[src/rtl/dashed_line_raster_plotter_unit_macros.svh]
// ---------------------------------------------------------------------------
// Assertion macros for the dashed line raster plotter.
// Each macro expects signals named clk and arst_n in the module that uses it.
// ---------------------------------------------------------------------------
`ifndef DASHED_LINE_RASTER_PLOTTER_UNIT_MACROS_SVH
`define DASHED_LINE_RASTER_PLOTTER_UNIT_MACROS_SVH

// Consequent must hold in the same cycle as the antecedent.
`define DLRP_ASSERT_SAME(label, ante, cons) \
	label: assert property (@(posedge clk) disable iff (!arst_n) (ante) |-> (cons)) \
		else $error("dlrp: same-cycle check failed");

// Consequent must hold in the cycle after the antecedent.
`define DLRP_ASSERT_NEXT(label, ante, cons) \
	label: assert property (@(posedge clk) disable iff (!arst_n) (ante) |=> (cons)) \
		else $error("dlrp: next-cycle check failed");

`endif

[src/rtl/dlrp_pkg.sv]
// ---------------------------------------------------------------------------
// dlrp_pkg
// Shared types, codes and constants of the dashed line raster plotter.
// ---------------------------------------------------------------------------
`default_nettype none

package dlrp_pkg;

	// Default raster side is 2^9 = 512 pixels.
	localparam int SIDE_BITS_DEF = 9;
	// Tiles are 64x64 pixels, one 64-bit word per tile row.
	localparam int TILE_BITS     = 6;
	localparam int WORD_BITS     = 64;

	// Request codes.
	localparam logic [1:0] REQ_LINE  = 2'd0;
	localparam logic [1:0] REQ_POINT = 2'd1;
	localparam logic [1:0] REQ_READ  = 2'd2;

	// Line style codes.
	localparam logic [2:0] STYLE_SOLID   = 3'd0;
	localparam logic [2:0] STYLE_DOTTED  = 3'd1;
	localparam logic [2:0] STYLE_SHORT   = 3'd2;
	localparam logic [2:0] STYLE_DOTDASH = 3'd3;
	localparam logic [2:0] STYLE_LONG    = 3'd4;

	// Dash pattern masks; zero means every pixel is drawn.
	localparam logic [5:0] MASK_NONE    = 6'o00;
	localparam logic [5:0] MASK_DOTTED  = 6'o14;
	localparam logic [5:0] MASK_SHORT   = 6'o34;
	localparam logic [5:0] MASK_DOTDASH = 6'o54;
	localparam logic [5:0] MASK_LONG    = 6'o74;

	// Input item.
	typedef struct packed {
		logic [1:0]         req_type;
		logic signed [15:0] start_x;
		logic signed [15:0] start_y;
		logic signed [15:0] end_x;
		logic signed [15:0] end_y;
		logic [11:0]        word_address;
	} req_item_t;

	// Result item.
	typedef struct packed {
		logic [WORD_BITS-1:0] read_data;
		logic                 done_res;
	} rsp_item_t;

	// Command from the control FSM to the line stepper.
	typedef struct packed {
		logic               start;
		logic               point;
		logic signed [15:0] sx;
		logic signed [15:0] sy;
		logic signed [15:0] ex;
		logic signed [15:0] ey;
	} stp_cmd_t;

	// Status of the read-modify-write unit.
	typedef struct packed {
		logic pending;
		logic clearing;
	} mem_stat_t;

	// Pattern mask of a line style; unused codes draw solid.
	function automatic logic [5:0] style_mask(input logic [2:0] style);
		logic [5:0] m;
		unique case (style)
			STYLE_DOTTED:  m = MASK_DOTTED;
			STYLE_SHORT:   m = MASK_SHORT;
			STYLE_DOTDASH: m = MASK_DOTDASH;
			STYLE_LONG:    m = MASK_LONG;
			default:       m = MASK_NONE;
		endcase
		return m;
	endfunction

endpackage

`default_nettype wire

[src/rtl/dlrp_stepper.sv]
// ---------------------------------------------------------------------------
// dlrp_stepper
// Walks a line along its major axis with the two-accumulator error rule and
// emits one pixel per cycle, applying the dash pattern. Also emits single
// points without a pattern test.
// ---------------------------------------------------------------------------
`default_nettype none

module dlrp_stepper #(
	parameter int SIDE_BITS = dlrp_pkg::SIDE_BITS_DEF
) (
	input  wire logic                          clk,
	input  wire logic                          arst_n,
	input  wire dlrp_pkg::stp_cmd_t            cmd,
	input  wire logic [2:0]                    line_style,
	output      logic                          busy,
	output      logic                          pix_vld,
	output      logic [2*SIDE_BITS-7:0]        pix_addr,
	output      logic [dlrp_pkg::TILE_BITS-1:0] pix_col
);

	import dlrp_pkg::*;

	localparam int AW = 2 * SIDE_BITS - TILE_BITS;

	typedef enum logic [1:0] {ST_IDLE, ST_SETUP, ST_RUN, ST_POINT} stp_state_t;

	stp_state_t         state_q;
	logic signed [15:0] x_q, y_q, ex_q, ey_q;
	logic               xneg_q, yneg_q, xmaj_q;
	logic [15:0]        dmaj_q, dmin_q;
	logic [17:0]        acc1_q, acc2_q;

	logic [16:0] dx17, dy17, ndx17, ndy17;
	logic [15:0] adx, ady;
	logic        at_end, step_minor, pass;
	logic signed [15:0] px, py, x_inc, y_inc;
	logic [5:0]  mask, sum6;
	logic [18:0] acc2_sum;
	logic [17:0] acc1_next, acc2_next;
	logic [SIDE_BITS-1:0] ux, uy;

	// Line deltas and their magnitudes, used in the setup cycle.
	always_comb begin
		dx17  = {ex_q[15], ex_q} - {x_q[15], x_q};
		dy17  = {ey_q[15], ey_q} - {y_q[15], y_q};
		ndx17 = -dx17;
		ndy17 = -dy17;
		adx   = dx17[16] ? ndx17[15:0] : dx17[15:0];
		ady   = dy17[16] ? ndy17[15:0] : dy17[15:0];
	end

	// Current pixel: the endpoint once the major axis has reached it.
	always_comb begin
		at_end = xmaj_q ? (x_q == ex_q) : (y_q == ey_q);
		if (state_q == ST_RUN && at_end) begin
			px = ex_q;
			py = ey_q;
		end else begin
			px = x_q;
			py = y_q;
		end
	end

	// Dash pattern test on the low bits of x + slope*y.
	always_comb begin
		mask = style_mask(line_style);
		sum6 = (xneg_q ^ yneg_q) ? (px[5:0] - py[5:0]) : (px[5:0] + py[5:0]);
		pass = (mask == MASK_NONE) || ((sum6 & mask) != MASK_NONE);
	end

	// Error accumulators and coordinate steps.
	always_comb begin
		step_minor = acc1_q > acc2_q;
		acc2_sum   = ({1'b0, acc2_q} + {3'b000, dmaj_q}) - {1'b0, acc1_q};
		acc2_next  = step_minor ? acc2_sum[17:0] : acc2_q;
		acc1_next  = step_minor ? {2'b00, dmin_q} : acc1_q + {2'b00, dmin_q};
		x_inc      = xneg_q ? x_q - 16'sd1 : x_q + 16'sd1;
		y_inc      = yneg_q ? y_q - 16'sd1 : y_q + 16'sd1;
	end

	// Pixel output: word address within the tiled raster and column.
	always_comb begin
		ux       = px[SIDE_BITS-1:0];
		uy       = py[SIDE_BITS-1:0];
		pix_addr = AW'((32'(ux >> TILE_BITS) << TILE_BITS)
			| (32'(uy >> TILE_BITS) << SIDE_BITS)
			| 32'(uy[TILE_BITS-1:0]));
		pix_col  = px[TILE_BITS-1:0];
		pix_vld  = (state_q == ST_POINT) || (state_q == ST_RUN && pass);
		busy     = (state_q != ST_IDLE);
	end

	// Stepper sequencer.
	always_ff @(posedge clk or negedge arst_n) begin
		if (!arst_n) begin
			state_q <= ST_IDLE;
		end else begin
			unique case (state_q)
				ST_IDLE: begin
					if (cmd.start) begin
						x_q     <= cmd.sx;
						y_q     <= cmd.sy;
						ex_q    <= cmd.ex;
						ey_q    <= cmd.ey;
						state_q <= cmd.point ? ST_POINT : ST_SETUP;
					end
				end
				ST_SETUP: begin
					xneg_q  <= dx17[16];
					yneg_q  <= dy17[16];
					xmaj_q  <= adx >= ady;
					dmaj_q  <= (adx >= ady) ? adx : ady;
					dmin_q  <= (adx >= ady) ? ady : adx;
					acc1_q  <= '0;
					acc2_q  <= '0;
					state_q <= ST_RUN;
				end
				ST_RUN: begin
					if (at_end) begin
						state_q <= ST_IDLE;
					end else begin
						acc1_q <= acc1_next;
						acc2_q <= acc2_next;
						if (xmaj_q) begin
							x_q <= x_inc;
							if (step_minor) begin
								y_q <= y_inc;
							end
						end else begin
							y_q <= y_inc;
							if (step_minor) begin
								x_q <= x_inc;
							end
						end
					end
				end
				ST_POINT: begin
					state_q <= ST_IDLE;
				end
			endcase
		end
	end

endmodule

`default_nettype wire

[config.mk]
export PLATFORM = sky130hd
export DESIGN_NAME = dlrp_stepper
export DESIGN_NICKNAME = d
export VERILOG_FILES = /design/src/rtl/dashed_line_raster_plotter_unit_macros.svh /design/src/rtl/dlrp_pkg.sv /design/src/rtl/dlrp_stepper.sv
export SDC_FILE = /design/constraint.sdc
export NUM_CORES = 1
export LEC_CHECK = 0
export ABC_AREA = 1
export BUFFER_PORTS_ARGS = -buffer_cell sky130_fd_sc_hd__buf_2
export CAP_MARGIN = 25
export CORE_AREA = 2 2 134 201
export CTS_CLUSTER_DIAMETER = 30
export DETAILED_ROUTE_END_ITERATION = 6
export DIE_AREA = 0 0 136 203
export PLACE_DENSITY = 0.77
export SETUP_SLACK_MARGIN = 0.02
export SLEW_MARGIN = 20
export SYNTH_ARGS = -nofsm -noshare
export SYNTH_HDL_FRONTEND = slang
export SYNTH_SLANG_ARGS = --single-unit
[constraint.sdc]
create_clock -name clk -period 4.1 [get_ports clk]
set_input_delay 0 -clock clk [delete_from_list [all_inputs] [get_ports clk]]
set_output_delay 0 -clock clk [all_outputs]
set_load 0.03 [all_outputs]
==> results.md <==
* Max-slew headroom at 44.3%
* Max cap viols at 0
* Syn Nets at 1,892
* Pre-CTS setup slack at -7.79 ps
* DP HPWL at 25.6 mm
* CTS sink cnt at 137
* Worst path most repeated cell: nand2_2
* Synthesized flop and latch total at 137
* I/O Buffers at 90
* Worst setup SP type: register
* Layout fillers at 2,119
* Post-route antenna net violation count at 0
* Die Wd at between 100 and 150 um
* WP buf/inv at 3
* Syn Std Cell Area at 12,700 um2
* Syn. warnings at 0
* Post-DR wirelength/cell at 16.4 um
* Vias at 12,400
* EDFF count, synth at 135
* Prevailing post-synth register cell: edfxtp_1
* Synth-to-Final Area Change at 26.7%
* Top-Level Pins at ~90
* Ys async rst share at 1.46%
* Crit-path cells: ha_2 -> nand2_2 -> inv_2 -> nand2_1 -> nor2_1 -> nand3_2 -> nand2_2 -> buf_4 -> nand3_1 -> nand2_2 -> nor2_1 -> nand2_1 -> nand2_2 -> xor2_1 -> ha_1 -> nand2_2 -> nor2_2 -> a211oi_2 -> nand2_1 -> nand3_2 -> nand3_1 -> a21oi_2 -> buf_6
* Worst setup margin at 54.9 ps
* CTS tree: done
* Fin crit period at 4050 ps
* Arr. time, crit path at about 4100 ps
* Core area at 25,800 um2
* Vias per cell at about 5.6
* Chip Height at roughly 200 um
* Crit. Startpoint: ey_q[3]
* Maximum clock rate at 247 MHz
* Status: finished, final reports clean
* CTS root buf: clkbuf_16
* Worst Setup End Kind: output port
* Final Hold Slack at 251 ps
* Critical path fanouts, max at 4
* CTS HTree Levels at 4
* Nets at approximately 2,100
* CTS buffer count at 17
* First-pass GRT wire length at 55.0 mm
* Clk_lat worst skew at 450 ps
* Final TNS setup at 0 ps
* Initial antenna violation count at 0
* Dpl cells at 2,097
* RSZ-0062 raised after global routing: yes
* Largest net degree at the start of global routing at 50
* CP delay by family, top: simple AND/OR/NAND/NOR gates
* Period utilization at 98.7%
* Max Slew Vio Count at 0
* GRT Residual Overflow at 0
* Non-filler cells, final at 2,234
* Gate Count Post-Synth at 1,665
* # rows at between 70 and 80
* Crit path required time at 4100 ps
* Slowest cell on the critical path: ha_2
* Die ar. at 27,600 um2
* Tot GR Track Use at 25.1%
* Detailed-router iteration count before antenna repair at 7
* Worst-case clock buffer depth at 2
* Worst path max stage delay at 440 ps
* Initial core utilization at 49.4%
* R2r startpoint: y_q[0]
* Flop2flop setup slack at 60 ps
* Min-delay worst type: input port to register
* Drt total wl at 36.7 mm
* Distinct cells, synth at 48
* ANT cells at 0
* Share of layout cells above drive strength 1 at 19.0%
* DR DRC count at 0
* Launch point of the worst hold path: cmd[24]
* Fin. Hold Viols at 0
* # setup viols final at 0
* Number of global-route vias before repair at 12,100
* Worst clock skew at approximately 8.3 ps
* Sequential area share after synthesis at 32.2%
* Slew @ Worst Pin at 836 ps
* Initial DRC count at between 600 and 700
* Placer congestion estimate at 0.943
* Avg Cell Area, Syn at between 7 and 8 um2
* Worst-path clk slew at 60 ps
* Kind of critical path: register to output port
-- layout by cell type, fill, tap and decap left out, types with 14 or more instances in the layout --
cell,instances
nor2_2,15
xnor2_1,19
ha_4,22
o21ai_0,98
xor2_1,29
o21ai_1,20
nor2_1,89
nand2_1,399
nand3_1,73
a21oi_1,112
fa_1,19
buf_2,91
nand2_2,33
dlygate4sd3_1,68
inv_1,259
buf_4,57
clkbuf_16,22
ha_1,108
nor3_1,16
edfxtp_1,135
a21oi_2,14
nand4_1,17
-- sequential cells by signal (all words and copies together), names as in the netlist --
signal   flops
ex_q        16
yneg_q       1
acc1_q      18
xmaj_q       1
acc2_q      18
dmin_q      16
y_q         16
ey_q        16
x_q         16
xneg_q       1
state_q      2
dmaj_q      16
-- repair_timing --
action | CTS | global route
setup buffers | 1 | 28
hold endpoints to repair | 68 | 0
pin swaps | 0 | 39
cloned | 0 | 8
hold buffers | 68 | 0
gates resized for setup | 5 | 135
endpoints found under the setup margin | 12 | 34
-- cell families (layout without fill, tap and decap cells) --
logic type	count (synthesis)	after routing	synth area share, %
and+or+nand+nor	692	692	23.3
DFF	137	137	32.2
xor gates and xnor gates	71	71	5.21
AOI/OAI and AO/OA	317	317	13.9
adders and majority gates	156	156	16.6
buffers and inverters	292	528	8.85
-- worst paths after layout --
check,cells past startpoint,to
min in group asynchronous,3,state_q[1]
hold / removal,2,ex_q[8]
setup reg to reg,21,dmaj_q[7]
setup / recovery,23,pix_vld
hold reg to reg,2,acc1_q[8]
max in group asynchronous,3,state_q[0]
-- stage by stage --
step | cell area (um2) | utilization (%)
after global placement | 13800 | 53.4
final | 16100 | 62.6
after floorplan | 12700 | -
after CTS | 15100 | 58.6
after detailed placement | 13800 | 53.4
after global routing | 16100 | 62.6
-- per-layer routing --
metal	global-route usage, %	share of wire, %	up-vias
li1	-	-	5981
met1	26.2	36	5811
met2	46.7	54	497
met3	3.57	5.0	132
met4	15.1	5.2	0
met5	0	0	-
-- layout make-up --
class	instances	area [um2]	share of cell area [%]
multi-input cells	1236	8190	50.7
clock buffers	18	429	2.66
inverters	269	1020	6.35
well taps	333	417	2.58
repair buffers	227	1770	11.0
clock inverters	14	198	1.23
flip-flops and latches	137	4100	25.4
-- cells in the mapped netlist, types with 17 or more instances --
cell / number / area [um2]
nand4_1: 17 / 106
inv_1: 266 / 998
nand2_1: 415 / 1560
nor2_1: 100 / 375
nand2_2: 20 / 125
xor2_1: 39 / 342
nor3_1: 18 / 90.1
edfxtp_1: 135 / 4050
xnor2_1: 28 / 245
o21ai_0: 109 / 546
a21oi_1: 123 / 616
ha_1: 135 / 1690
nand3_1: 81 / 405
fa_1: 21 / 420
Power is left out: the tool's default activity adds up to more than one toggle a clock period on the data nets, which glitch-free logic cannot reach.
